<file path="src/fpe_pkg.sv">
// Shared types, constants and codes of the fern posterior engine.
`timescale 1ns / 1ps
`default_nettype none
package fpe_pkg;
   localparam int TREE_COUNT_DEF   = 10;
   localparam int FEATURE_BITS_DEF = 13;
   localparam int COUNT_WIDTH_DEF  = 16;
   localparam int MAX_TREES        = 10;
   localparam int CODE_W           = 13;
   localparam int THR_W            = 20;
   localparam int WEIGHT_W         = 17;
   localparam int FRAC_W           = 16;
   localparam logic [THR_W-1:0] POS_THR_RESET = 20'd393216;
   localparam logic [THR_W-1:0] NEG_THR_RESET = 20'd327680;

   typedef enum logic [1:0] {
      FUNC_EVAL   = 2'd0,
      FUNC_TRAIN  = 2'd1,
      FUNC_DIRECT = 2'd2,
      FUNC_SPARE  = 2'd3
   } func_type;

   typedef enum logic {
      CSR_POS_THR = 1'b0,
      CSR_NEG_THR = 1'b1
   } csr_index_type;

   typedef struct packed {
      logic [1:0] func;
      logic       label;
      logic [CODE_W-1:0] tree_code_0;
      logic [CODE_W-1:0] tree_code_1;
      logic [CODE_W-1:0] tree_code_2;
      logic [CODE_W-1:0] tree_code_3;
      logic [CODE_W-1:0] tree_code_4;
      logic [CODE_W-1:0] tree_code_5;
      logic [CODE_W-1:0] tree_code_6;
      logic [CODE_W-1:0] tree_code_7;
      logic [CODE_W-1:0] tree_code_8;
      logic [CODE_W-1:0] tree_code_9;
   } req_type;

   typedef struct packed {
      logic [THR_W-1:0] confidence_sum;
      logic             learned;
   } rsp_type;

   // sequencer to lane control
   typedef struct packed {
      logic clear;    // write zero at the addressed leaf
      logic rd;       // take table read data into the count registers
      logic upd;      // write back bumped counts and new weight
      logic label;
   } lane_ctl_type;

   typedef enum logic [2:0] {
      ST_CLEAR, ST_IDLE, ST_READ, ST_WAIT, ST_SUM, ST_DIV, ST_WRITE, ST_OUT
   } state_type;
endpackage
`default_nettype wire

</file>
<file path="src/fpe_merge.sv">
// Sums the lane weights through a registered two-level tree.
`timescale 1ns / 1ps
`default_nettype none
module fpe_merge #(
   parameter int TREE_COUNT = fpe_pkg::TREE_COUNT_DEF
) (
   input  wire logic clock,
   input  wire logic [TREE_COUNT-1:0][fpe_pkg::WEIGHT_W-1:0] weights,
   output      logic [fpe_pkg::THR_W-1:0] sum
);
   import fpe_pkg::*;
   localparam int HALF = (TREE_COUNT + 1) / 2;
   logic [THR_W-1:0] a_ff, b_ff, a_in, b_in;
   always_comb begin
      a_in = '0;
      b_in = '0;
      for (int t = 0; t < TREE_COUNT; t++) begin
         if (t < HALF) a_in = a_in + THR_W'(weights[t]);
         else          b_in = b_in + THR_W'(weights[t]);
      end
   end
   always_ff @(posedge clock) begin
      a_ff <= a_in;
      b_ff <= b_in;
   end
   assign sum = a_ff + b_ff;
endmodule
`default_nettype wire

</file>
<file path="config.mk">
export PLATFORM = sky130hd
export DESIGN_NAME = fpe_merge
export DESIGN_NICKNAME = d
export VERILOG_FILES = /design/src/fpe_pkg.sv /design/src/fpe_merge.sv
export SDC_FILE = /design/constraint.sdc
export NUM_CORES = 1
export LEC_CHECK = 0
export ABC_CLOCK_PERIOD_IN_PS = 7680
export BUFFER_PORTS_ARGS = -buffer_cell sky130_fd_sc_hd__buf_4
export CORE_AREA = 3 3 109 111
export DETAILED_ROUTE_END_ITERATION = 10
export DIE_AREA = 0 0 112 114
export PLACE_DENSITY = 0.82
export SYNTH_ARGS = -nofsm -noshare
export SYNTH_HDL_FRONTEND = slang
export SYNTH_SLANG_ARGS = --single-unit
</file>
<file path="constraint.sdc">
create_clock -name clock -period 7.68 [get_ports clock]
set_clock_uncertainty 0.1 [all_clocks]
set_input_delay 1.536 -clock clock [delete_from_list [all_inputs] [get_ports clock]]
set_output_delay 1.536 -clock clock [all_outputs]
set_load 0.005 [all_outputs]
</file>
# Word level (Yosys, flattened, before mapping)
# Cells that the tools add are included.
classes:
  addsub: 9
ops:
  columns: ["operator", "count"]
  rows:
  - ["19-bit by 17-bit adder with 20-bit output", 2]
  - ["20-bit by 17-bit adder with 20-bit output", 2]
  - ["18-bit by 17-bit adder with 19-bit output", 2]
  - ["17-bit by 17-bit adder with 18-bit output", 2]
  - ["20-bit adder", 1]
word_totals:
  ff_bits: 40
  elab_cells: 11

# Longest topological paths before layout
# Gate-level depths: netlist of the first run.
logic_depth:
  word_depth: 4
  ltp_mapped: 18

# Worst setup path after synthesis of the first run
# Ideal clock, no wire load.
synth_path:
  kind: "input to register"
  startpoint: "in weights[86] in the netlist's numbering"
  endpoint: "reg b_ff[19]"
  setup_ns: 0.115
  arrival_ns: 5.804
  slack_ns: 1.662
  cell_stages: 17
  path_buffers: 0
  path_cell_list: "fa_1 ha_1 fa_1 a21o_1 a21oi_1 o21ai_0 nand2_1 nand2b_1 xor2_1 fa_1 ha_1 and3_4 a221o_1 or3_1 o211a_1 a311o_1 o21a_1"
synth_via:
  elab_chain_len: 4
synth_rtl:
  columns: ["element", "line_no", "rtl"]
  rows:
  - ["from (decl)", "fpe_merge.sv:8", "input wire logic [TREE_COUNT-1:0][fpe_pkg::WEIGHT_W-1:0] weights,"]
  - ["17-bit by 17-bit adder with 18-bit output", "fpe_merge.sv:19", "else b_in = b_in + THR_W'(weights[t]);"]
  - ["18-bit by 17-bit adder with 19-bit output", "fpe_merge.sv:19", null]
  - ["19-bit by 17-bit adder with 20-bit output", "fpe_merge.sv:19", null]
  - ["20-bit by 17-bit adder with 20-bit output", "fpe_merge.sv:19", null]
  - ["named net b_in[19]", "fpe_merge.sv:13", "logic [THR_W-1:0] a_ff, b_ff, a_in, b_in;"]
  - ["to (signal assigned)", "fpe_merge.sv:24", "b_ff <= b_in;"]
  - ["to (decl)", "fpe_merge.sv:13", null]
# The timed path passes the listed nets, and every way through them passes these cells.

# Worst setup path after layout of the first run
layout_path:
  startpoint: "in weights[87] in the netlist's numbering"
  endpoint: "reg b_ff[19]"
# The elaborated chain is that of the path after synthesis.

==> summary.md, run 1 <==
| Metric | Value |
|---|---|
| Met3 WL | 721 µm |
| Grt total ovfl | 0 |
| Setup Buffers After CTS | 0 |
| Required time of the critical path | 7.75 ns |
| CTS sink count | 40 |
| Placed wire-length estimate | 11800 µm |
| Slew Limit Fails | 0 |
| CP max stage delay | 0.58 ns |
| Largest net degree at the start of global routing | 12 |
| Commonest cells in the netlist | 87 x fa_1, 72 x ha_1, 53 x inv_1, 46 x a21oi_1, 44 x xnor2_1 |
| Sequential area share after synthesis | 13.8% |
| PwrDens | 411 nW/µm² |
| Core area | 10900 µm² |
| Root Buffer | clkbuf_8 |
| Max-cap violation count | 0 |
| Syn Nets | 922 |
| Cell taking the most area after synthesis | fa_1 |
| # resized after CTS | 0 |
| Relative slew slack | 61.5% |
| Yosys warning total | 0 |
| Synth Instances | 592 |
| Fin crit period | 6.25 ns |
| Fmax | 160 MHz |
| Hold Crit Class | input pin to flip-flop |
| CTS buffer count | 5 |
| Critical path buffers and inverters | 1 |
| DRT met1 WL | 5040 µm |
| Crit path arrival time | 6.33 ns |
| Yosys reg bits | 40 |
| Dpl ws | 1.22 ns |
| RSZ-0062 raised after global routing | false |
| Cell variety after synth | 49 |
| Initial DRC Count | 244 |
| Overall Global Routing Usage | 20.6% |
| Post-Route WL | 13100 µm |
| Post-route ant nets | 0 |
| Drt drc | 0 |
| Hold-fix buffer count after cts | 0 |
| H-tree levels | 2 |
| Register Area | 801 µm² |
| Final TNS setup | 0 ns |
| IO buf count | 190 |
| Multi-input logic area | 4780 µm² |
| Crit Path Class | input pin to flip-flop |
| Antenna cells | 0 |
| DIE HEIGHT | 114 µm |
| Number of global-route vias before repair | 5388 |
| Number of flops mapped to enable cells by yosys | 0 |
| Fin crit share | 81.4% |
| Std cell rows | 38 |
| Die W | 112 µm |
| Max Used Layer | met4 |
| Synthesized area | 5790 µm² |
| Dominant synthesized flop cell | dfxtp_1 |
| Worst-path maximum fanout | 5 |
| Post-synth ARST share | 0% |
| Crit path cell chain | buf_4 > fa_1 > ha_1 > a211oi_1 > o21ai_0 > a31oi_1 > o21bai_1 > a21oi_1 > xnor2_1 > fa_1 > ha_1 > and3_4 > a221o_1 > or3_1 > o211a_1 > a311o_1 > o21a_1 |
| WL per Instance | 14.2 µm |
| Hold slack | 1.38 ns |
| Final setup vio count | 0 |
| Longest Clk Path Bufs | 2 |
| Initial Util | 53.1% |
| Fillers | 917 |
| Mean post-synth cell area | 9.77 µm² |
| Count of nets after finishing | 1118 |
| Vias | 5155 |
| Tightest Pin Transition | 0.563 ns |
| Post-synth top area share | 30.1% |
| Worst-path clk slew | 0.07 ns |
| Most frequent cell after synthesis | fa_1 |
| Die area | 12800 µm² |
| First-pass GRT wire length | 22500 µm |
| Maximum vdd ir drop | 0.518 mV |
| Via/cell ratio | 5.55 |
| Worst Setup Start Kind | input pin |
| Pre-antenna DRT Iters | 5 |
| Status | finished clean |
| Leak pwr | 3.55 nW |
| CP delay by family, top | compound AO/OA/AOI/OAI gates |
| Share of layout cells above drive strength 1 | 25.9% |
| Dominant cells by area after synthesis | fa_1 30%, ha_1 16%, dfxtp_1 14% |
| Final Hold Fails | 0 |
| Final setup margin | 1.43 ns |
| Layout area overhead | 29.2% |
| Critical path's slowest cell | fa_1 |
| Gpl congestion | 0.923 |
| CTS tree | built |
| Num ports | 191 |
| CP endpoint kind | flip-flop |
| WL met2 | 7310 µm |
| Initial antenna violation count | 0 |
final timing paths:
| kind | start | endpoint | slack [ns] | depth (start not counted) |
|---|---|---|---|---|
| setup / recovery | weights[87] | b_ff[19]$_DFF_P_ | 1.43 | 17 |
| hold / removal | weights[68] | a_ff[0]$_DFF_P_ | 1.38 | 2 |
cell usage in the layout, fill, tap and decap left out, types with 3 or more instances in the layout:
cell | netlist | final
clkbuf_8 | 0 | 6
o211a_1 | 3 | 3
inv_1 | 53 | 53
a211oi_1 | 10 | 10
nor3_1 | 15 | 15
o31a_1 | 3 | 3
fa_1 | 87 | 87
a21oi_1 | 46 | 46
nand2_1 | 25 | 25
o21ai_0 | 36 | 36
o21a_1 | 12 | 12
buf_4 | 0 | 190
nor2_1 | 33 | 33
o211ai_1 | 3 | 3
and3_1 | 7 | 7
o21bai_1 | 9 | 9
a31oi_1 | 7 | 7
dfxtp_1 | 40 | 40
nand3_1 | 11 | 11
ha_1 | 72 | 72
xnor2_1 | 44 | 44
nor2b_1 | 10 | 10
nand2b_1 | 6 | 6
a221oi_1 | 4 | 4
a21o_1 | 14 | 14
xor2_1 | 10 | 10
area by class of cell:
type                       count  share of cell area, %
multi-input combinational    498                   64.0
timing repair buffer         190                   19.1
sequential                    40                   10.7
inverter                      53                   2.66
tap                          140                   2.34
clock buffer                   8                   1.21
through the flow:
| step | cell area, µm² | total power, mW | std cells | utilization [%] |
|---|---|---|---|---|
| floorplan | 5790 | 2.12 | 592 | - |
| global placement | 7380 | 2.82 | 921 | 67.8 |
| detailed placement | 7380 | 2.92 | 921 | 67.8 |
| CTS | 7470 | 3.08 | 929 | 68.6 |
| global route | 7470 | 3.42 | 929 | 68.6 |
| finish | 7470 | 3.07 | 929 | 68.6 |
metal layers:
metal	vias up	track usage [%]
li1	2486	-
met3	12	3.66
met4	0	2.08
met1	2482	24.7
met2	175	39.9
met5	-	0
state kept, by name, indices dropped and copies added (netlist names):
name,count
a_ff,20
b_ff,20
logic make-up after synthesis:
logic type	count (synthesis)	share of synthesized area, %
compound gates	167	18.8
xor+xnor	54	8.17
fa+ha+maj	159	45.7
buf+inv	54	3.50
flops	40	13.8
mux	2	0.346
simple gates	116	9.69
where the power goes:
group          switching (mW)  total (mW)  internal [mW]  leakage [nW]
sequential             0.0431       0.378          0.335         0.337
clock                  0.0655       0.139         0.0733        0.0455
combinational            1.31        2.55           1.24          3.17
No activity file was read; power rests on OpenSTA's default activity.
==> run 2: changes to the inputs <==
ABC_AREA = 1   (was not set)
ABC_CLOCK_PERIOD_IN_PS = 6200   (was 7680)
CORE_AREA = 3 3 115 117   (was 3 3 109 111)
DIE_AREA = 0 0 118 120   (was 0 0 112 114)
clock period = 6.2 ns   (was 7.68 ns; I/O delays follow)
==> summary.md, run 2 <==
| Metric | Value |
|---|---|
| Share of layout cells above drive strength 1 | 21.1% (-4.7 points) |
| Fmax | 213 MHz |
| Worst-path clk slew | 0.06 ns (about the same) |
| CTS sink count | 40 (unchanged) |
| Finished Layout Cells | 1274 (+37%) |
| Number of global-route vias before repair | 6553 (+22%) |
| Post-synth top area share | 26.1% (-4.0 points) |
| Most frequent cell after synthesis | nand2_1 |
| IO buf count | 190 (unchanged) |
| Crit Path Class | input pin to flip-flop |
| DRT met1 WL | 6910 µm (+37%) |
| Cell taking the most area after synthesis | fa_1 |
| Final setup vio count | 0 (unchanged) |
| Yosys reg bits | 40 (unchanged) |
| Mean post-synth cell area | 7.39 µm² (-24%) |
| WL met2 | 7930 µm (+8.5%) |
| First-pass GRT wire length | 28200 µm (+25%) |
| Num ports | 191 (unchanged) |
| Commonest non-fill, non-tap cells in the layout | 274 x nand2_1, 190 x buf_4, 134 x inv_1 |
| Commonest non-fill, non-tap cell in the layout | nand2_1 |
| Die area | 14200 µm² (+11%) |
| Die W | 118 µm (+5.4%) |
| Initial Util | 53.6% (+0.45 points) |
| WL per Instance | 12.7 µm (-10%) |
| Gpl congestion | 0.916 (-0.77%) |
| Count of nets after finishing | 1431 (+28%) |
| Pre-antenna DRT Iters | 5 (unchanged) |
| Relative slew slack | 75.0% (+14 points) |
| Dominant synthesized flop cell | dfxtp_1 |
| Tightest Pin Transition | 0.375 ns (-0.189 ns) |
| CTS buffer count | 5 (unchanged) |
| Yosys warning total | 0 (unchanged) |
| Placed cell count | 1266 (+37%) |
| Std cell rows | 41 (+7.9%) |
| Met3 WL | 966 µm (+34%) |
| DIE HEIGHT | 120 µm (+5.3%) |
| Hold Crit Class | input pin to flip-flop |
| Placed wire-length estimate | 14600 µm (+24%) |
| Worst-path maximum fanout | 5 (unchanged) |
| Post-Route WL | 16200 µm (+23%) |
| Worst Hold Launch | weights[68] |
| Required time of the critical path | 6.27 ns (-1.48 ns) |
| Root Buffer | clkbuf_16 |
| CP endpoint kind | flip-flop |
| Maximum vdd ir drop | 0.226 mV (-56%) |
| CP startpoint | weights[86] |
| Synth Instances | 904 (+53%) |
| Top flop regs | a_ff x20, b_ff x20 |
| Sequential area share after synthesis | 12.0% (-1.9 points) |
| Dominant cells by area after synthesis | fa_1 26%, nand2_1 15%, ha_1 13% |
| Vias | 6419 (+25%) |
| Initial DRC Count | 336 (+38%) |
| Fillers | 1065 (+16%) |
| PwrDens | 505 nW/µm² (+23%) |
| Status | finished clean |
| Crit path arrival time | 4.76 ns (-1.57 ns) |
| Overall Global Routing Usage | 23.9% (+3.3 points) |
| Setup Buffers After CTS | 0 (unchanged) |
| H-tree levels | 2 (unchanged) |
| Core area | 12500 µm² (+14%) |
| Hold-fix buffer count after cts | 0 (unchanged) |
| Commonest cells in the netlist | 274 x nand2_1, 134 x inv_1, 87 x fa_1, 72 x ha_1, 63 x nor2_1 |
| Largest net degree at the start of global routing | 14 (+2) |
| Layout area overhead | 27.2% |
| Longest Clk Path Bufs | 2 (unchanged) |
| Number of flops mapped to enable cells by yosys | 0 (unchanged) |
| CTS tree | built |
| Drt drc | 0 (unchanged) |
| Final TNS setup | 0 ns (unchanged) |
| # resized after CTS | 0 (unchanged) |
| Initial antenna violation count | 0 (unchanged) |
| Max-cap violation count | 0 (unchanged) |
| Slew Limit Fails | 0 (unchanged) |
| Fin crit share | 75.7% |
| Leak pwr | 4.60 nW (+30%) |
| Grt total ovfl | 0 (unchanged) |
| Syn Nets | 1234 (+34%) |
| Hold path cells | 2 (unchanged) |
| Post-synth ARST share | 0% (unchanged) |
| Max Used Layer | met4 |
| Cell variety after synth | 27 (-45%) |
| RSZ-0062 raised after global routing | false |
| Antenna cells | 0 (unchanged) |
| Fin crit period | 4.69 ns |
| Post-route ant nets | 0 (unchanged) |
| Via/cell ratio | 5.04 (-9.2%) |
| Synthesized area | 6680 µm² (+15%) |
| Worst Setup Start Kind | input pin |
| Final Hold Fails | 0 (unchanged) |
-- run 2: cell types whose count changed in the layout (fill, tap and decap cells not counted), moves of 18 or more --
| cell | change |
|---|---|
| nor2_1 | +30 |
| nand3_1 | +41 |
| xnor2_1 | -32 |
| xor2_1 | +18 |
| nand2_1 | +249 |
| inv_1 | +81 |
| o21ai_0 | -21 |
-- run 2: final timing paths --
path                               end  slack (ns)
worst min-delay path   a_ff[0]$_DFF_P_        1.08
worst max-delay path  b_ff[16]$_DFF_P_        1.51
-- run 2: per-layer routing --
layer	up-vias	track usage [%]
li1	3256	-
met1	2884	28.8
met2	242	44.1
met3	37	3.58
met4	0	7.25
met5	-	0
-- run 2: logic make-up (layout without fill, tap and decap cells) --
logic type	count (synthesis)	count (layout)	synth area share, %
AO/OA/AOI/OAI	90	90	7.34
adder cells (fa/ha/maj)	159	159	39.6
AND/OR/NAND/NOR	439	439	28.2
buffers and inverters	136	334	7.64
XOR/XNOR	40	40	5.24
flip-flops	40	40	12.0
-- run 2: final cells by class --
cell class	instances	area [µm²]	area share, %
clock buffers	6	139	1.63
clock inverters	2	38.8	0.456
inverters	136	510	6.01
multi-input cells	728	5370	63.2
flip-flops and latches	40	801	9.42
well taps	172	215	2.53
repair buffers	190	1430	16.8
-- run 2: per-stage QoR --
stage | setup WS [ns] | total power [mW] | cell area (µm²) | hold slack, ns | util [%]
final | 1.51 | 4.29 | 8500 | 1.08 | 68.2
after CTS | 1.48 | 4.30 | 8500 | 1.08 | 68.2
after detailed placement | 1.19 | 3.97 | 8320 | 1.36 | 66.8
after global placement | 1.26 | 3.92 | 8320 | 1.36 | 66.8
after global routing | 1.14 | 4.82 | 8500 | 1.08 | 68.2
after floorplan | 1.63 | 2.89 | 6680 | 1.27 | -
-- run 2: critical path: stages --
cell and delay [ns]:
buf_4 0.11, fa_1 0.47, ha_1 0.26, fa_1 0.47, nand3_1 0.09, nand2_1 0.12
nand2_1 0.11, o211ai_2 0.11, nand2_1 0.11, nand2_1 0.05, nand2_1 0.06, nand2_1 0.06
fa_1 0.43, ha_1 0.35, a21oi_1 0.17, and2_1 0.19, nor2_1 0.05, nor2_1 0.13
nand2_1 0.07, nand2_1 0.05, nand2_1 0.04
-- run 2: where the power goes --
group | switching [mW] | total, mW | leakage [nW] | internal (mW)
Combinational | 2.05 | 3.53 | 4.18 | 1.48
Sequential | 0.0566 | 0.469 | 0.337 | 0.413
Clock | 0.0931 | 0.294 | 0.0871 | 0.201
==> run 3: changes to the inputs <==
ABC_CLOCK_PERIOD_IN_PS = 4000   (was 6200)
CORE_AREA = 3 3 121 123   (was 3 3 115 117)
DIE_AREA = 0 0 124 126   (was 0 0 118 120)
PLACE_DENSITY = 0.78   (was 0.82)
clock period = 4 ns   (was 6.2 ns; I/O delays follow)
==> summary.md, run 3 (same netlist as run 2, synthesis figures left out) <==
| Metric | Value |
|---|---|
| Worst-path clk slew | 0.05 ns (about the same) |
| Post-route ant nets | 0 (unchanged) |
| Final setup vio count | 0 (unchanged) |
| Tightest Pin Transition | 0.290 ns (-0.0851 ns) |
| WL met2 | 9040 µm (+14%) |
| Leak pwr | 4.92 nW (+6.8%) |
| PwrDens | 798 nW/µm² (+58%) |
| Drt drc | 0 (unchanged) |
| CTS tree | built |
| Longest Clk Path Bufs | 2 (unchanged) |
| Hold Crit Class | input pin to flip-flop |
| Switching share of power | 49.6% (-1.7 points) |
| Worst Setup Start Kind | input pin |
| Die W | 124 µm (+5.1%) |
| Critical path's slowest cell | fa_1 |
| Initial DRC Count | 355 (+5.7%) |
| Top flop regs | a_ff x20, b_ff x20 |
| Std cell rows | 43 (+4.9%) |
| Pre-antenna DRT Iters | 5 (unchanged) |
| IO buf count | 190 (unchanged) |
| Slew Limit Fails | 0 (unchanged) |
| Layout area overhead | 39.8% |
| Overall Global Routing Usage | 22.4% (-1.5 points) |
| WL per Instance | 13.0 µm (+2.0%) |
| Initial Util | 48.5% (-5.1 points) |
| Antenna cells | 0 (unchanged) |
| Crit Path Class | input pin to flip-flop |
| Num ports | 191 (unchanged) |
| Fin crit period | 3.96 ns |
| Number of global-route vias before repair | 6682 (+2.0%) |
| Crit path arrival time | 4.04 ns (-0.72 ns) |
| Commonest non-fill, non-tap cell in the layout | nand2_1 |
| Status | finished clean |
| Fin crit share | 99.1% |
| Root Buffer | clkbuf_16 |
| Required time of the critical path | 4.08 ns (-2.19 ns) |
| CP max stage delay | 0.55 ns (+0.08 ns) |
| CTS buffer count | 5 (unchanged) |
| Share of layout cells above drive strength 1 | 31.2% (+10 points) |
| Hold slack | 0.643 ns (-0.436 ns) |
| Relative slew slack | 80.5% (+5.5 points) |
| RSZ-0062 raised after global routing | true |
| Core area | 13800 µm² (+10%) |
| Post-Route WL | 17500 µm (+7.6%) |
| Comb power frac | 85.4% (+3.2 points) |
| First-pass GRT wire length | 28800 µm (+2.2%) |
| Net Sw Power | 3.70 mW (+68%) |
| Largest net degree at the start of global routing | 13 (-1) |
| Commonest non-fill, non-tap cells in the layout | 254 x nand2_1, 252 x buf_4, 133 x inv_1 |
| Die area | 15600 µm² (+10%) |
| DRT met1 WL | 7050 µm (+1.9%) |
| Worst-path maximum fanout | 5 (unchanged) |
| Final TNS setup | 0 ns (unchanged) |
| Max Used Layer | met4 |
| Worst Hold Launch | weights[68] |
| Initial antenna violation count | 0 (unchanged) |
| Internal power | 3.75 mW (+80%) |
| Maximum vdd ir drop | 0.355 mV (+57%) |
| Via/cell ratio | 4.93 (-2.1%) |
| Max-cap violation count | 0 (unchanged) |
| Final Hold Fails | 0 (unchanged) |
| Fmax | 252 MHz |
| CP endpoint kind | flip-flop |
| Vias | 6631 (+3.3%) |
| Placed wire-length estimate | 15400 µm (+5.0%) |
| Crit path cell chain | buf_4 > fa_1 > ha_2 > fa_2 > nand3_2 > nand2_4 > nand2_4 > o211ai_4 > nand2_1 > nand2_1 > nand2_2 > nand2_2 > fa_1 > ha_4 > a21oi_2 > and2_4 > nor2_2 > nor2_2 > nand2_1 > nand2_1 > nand2_1 |
| Hold-fix buffer count after cts | 0 (unchanged) |
| H-tree levels | 2 (unchanged) |
| Hold path endpoint | a_ff[0]$_DFF_P_ |
| Most frequent cell on the critical path | nand2_1 |
| Count of nets after finishing | 1494 (+4.4%) |
| CTS sink count | 40 (unchanged) |
| Clock Power Share | 4.9% (-2.0 points) |
| Grt total ovfl | 0 (unchanged) |
| Gpl congestion | 0.894 (-2.5%) |
| Part of the power in registers | 9.7% (-1.2 points) |
| Total power | 7.45 mW (+74%) |
| Hold path cells | 2 (unchanged) |
| Met3 WL | 1070 µm (+11%) |
| DIE HEIGHT | 126 µm (+5.0%) |
## run 3: worst max path at each step
stage                 startpoint               end  slack (ns)  depth (start not counted)
detailed placement   weights[86]  b_ff[19]$_DFF_P_       -0.40                         21
finish              weights[103]  b_ff[16]$_DFF_P_        0.04                         21
floorplan            weights[86]  b_ff[16]$_DFF_P_        0.02                         20
CTS                  weights[86]  b_ff[19]$_DFF_P_     -0.0002                         19
global route        weights[120]  b_ff[19]$_DFF_P_       -0.12                         22
global placement     weights[86]  b_ff[19]$_DFF_P_       -0.26                         21
## run 3: power groups by stage
| stage | logic [mW] | clock network (mW) | registers [mW] |
|---|---|---|---|
| after floorplan | 3.85 | 0 | 0.694 |
| after global placement | 5.80 | 0 | 0.734 |
| after detailed placement | 5.92 | 0 | 0.737 |
| after CTS | 6.02 | 0.376 | 0.730 |
| after global routing | 7.20 | 0.389 | 0.747 |
| final | 6.36 | 0.367 | 0.724 |
## run 3: repair_timing
action | CTS | global route
buffers inserted | 2 | 4
resized for setup | 7 | 66
hold endpoints to repair | 0 | 0
pin swaps | 5 | 28
setup endpoints to repair | 8 | 15
gates cloned | 0 | 0
## run 3: layer usage
layer,GRT usage [%],vias up
li1,-,3368
met5,0,-
met1,26.9,3031
met3,3.46,24
met2,42.0,208
met4,4.38,0
## run 3: final cells by class
type	count	area, µm²
sequential	40	801
timing repair buffer	253	1900
clock inverter	2	12.5
multi-input combinational	728	5760
inverter	136	510
clock buffer	5	125
fill	1161	4440
tap	180	225
## run 3: critical path: cells and delay by family
family	cells	cell delay (ns)
buffers and inverters	1	0.11
AND/OR/NAND/NOR	13	1.03
AO/OA/AOI/OAI	2	0.24
adder cells (fa/ha/maj)	5	1.84
## run 3: per-stage QoR
step                      instance area [µm²]  setup WS [ns]  utilization, %  std cells
after CTS                                9020      -0.000179            65.5       1341
after floorplan                          6730         0.0181               -        904
after detailed placement                 8820         -0.399            64.0       1332
after global routing                     9340         -0.124            67.8       1344
after global placement                   8820         -0.259            64.0       1332
final                                    9340         0.0374            67.8       1344
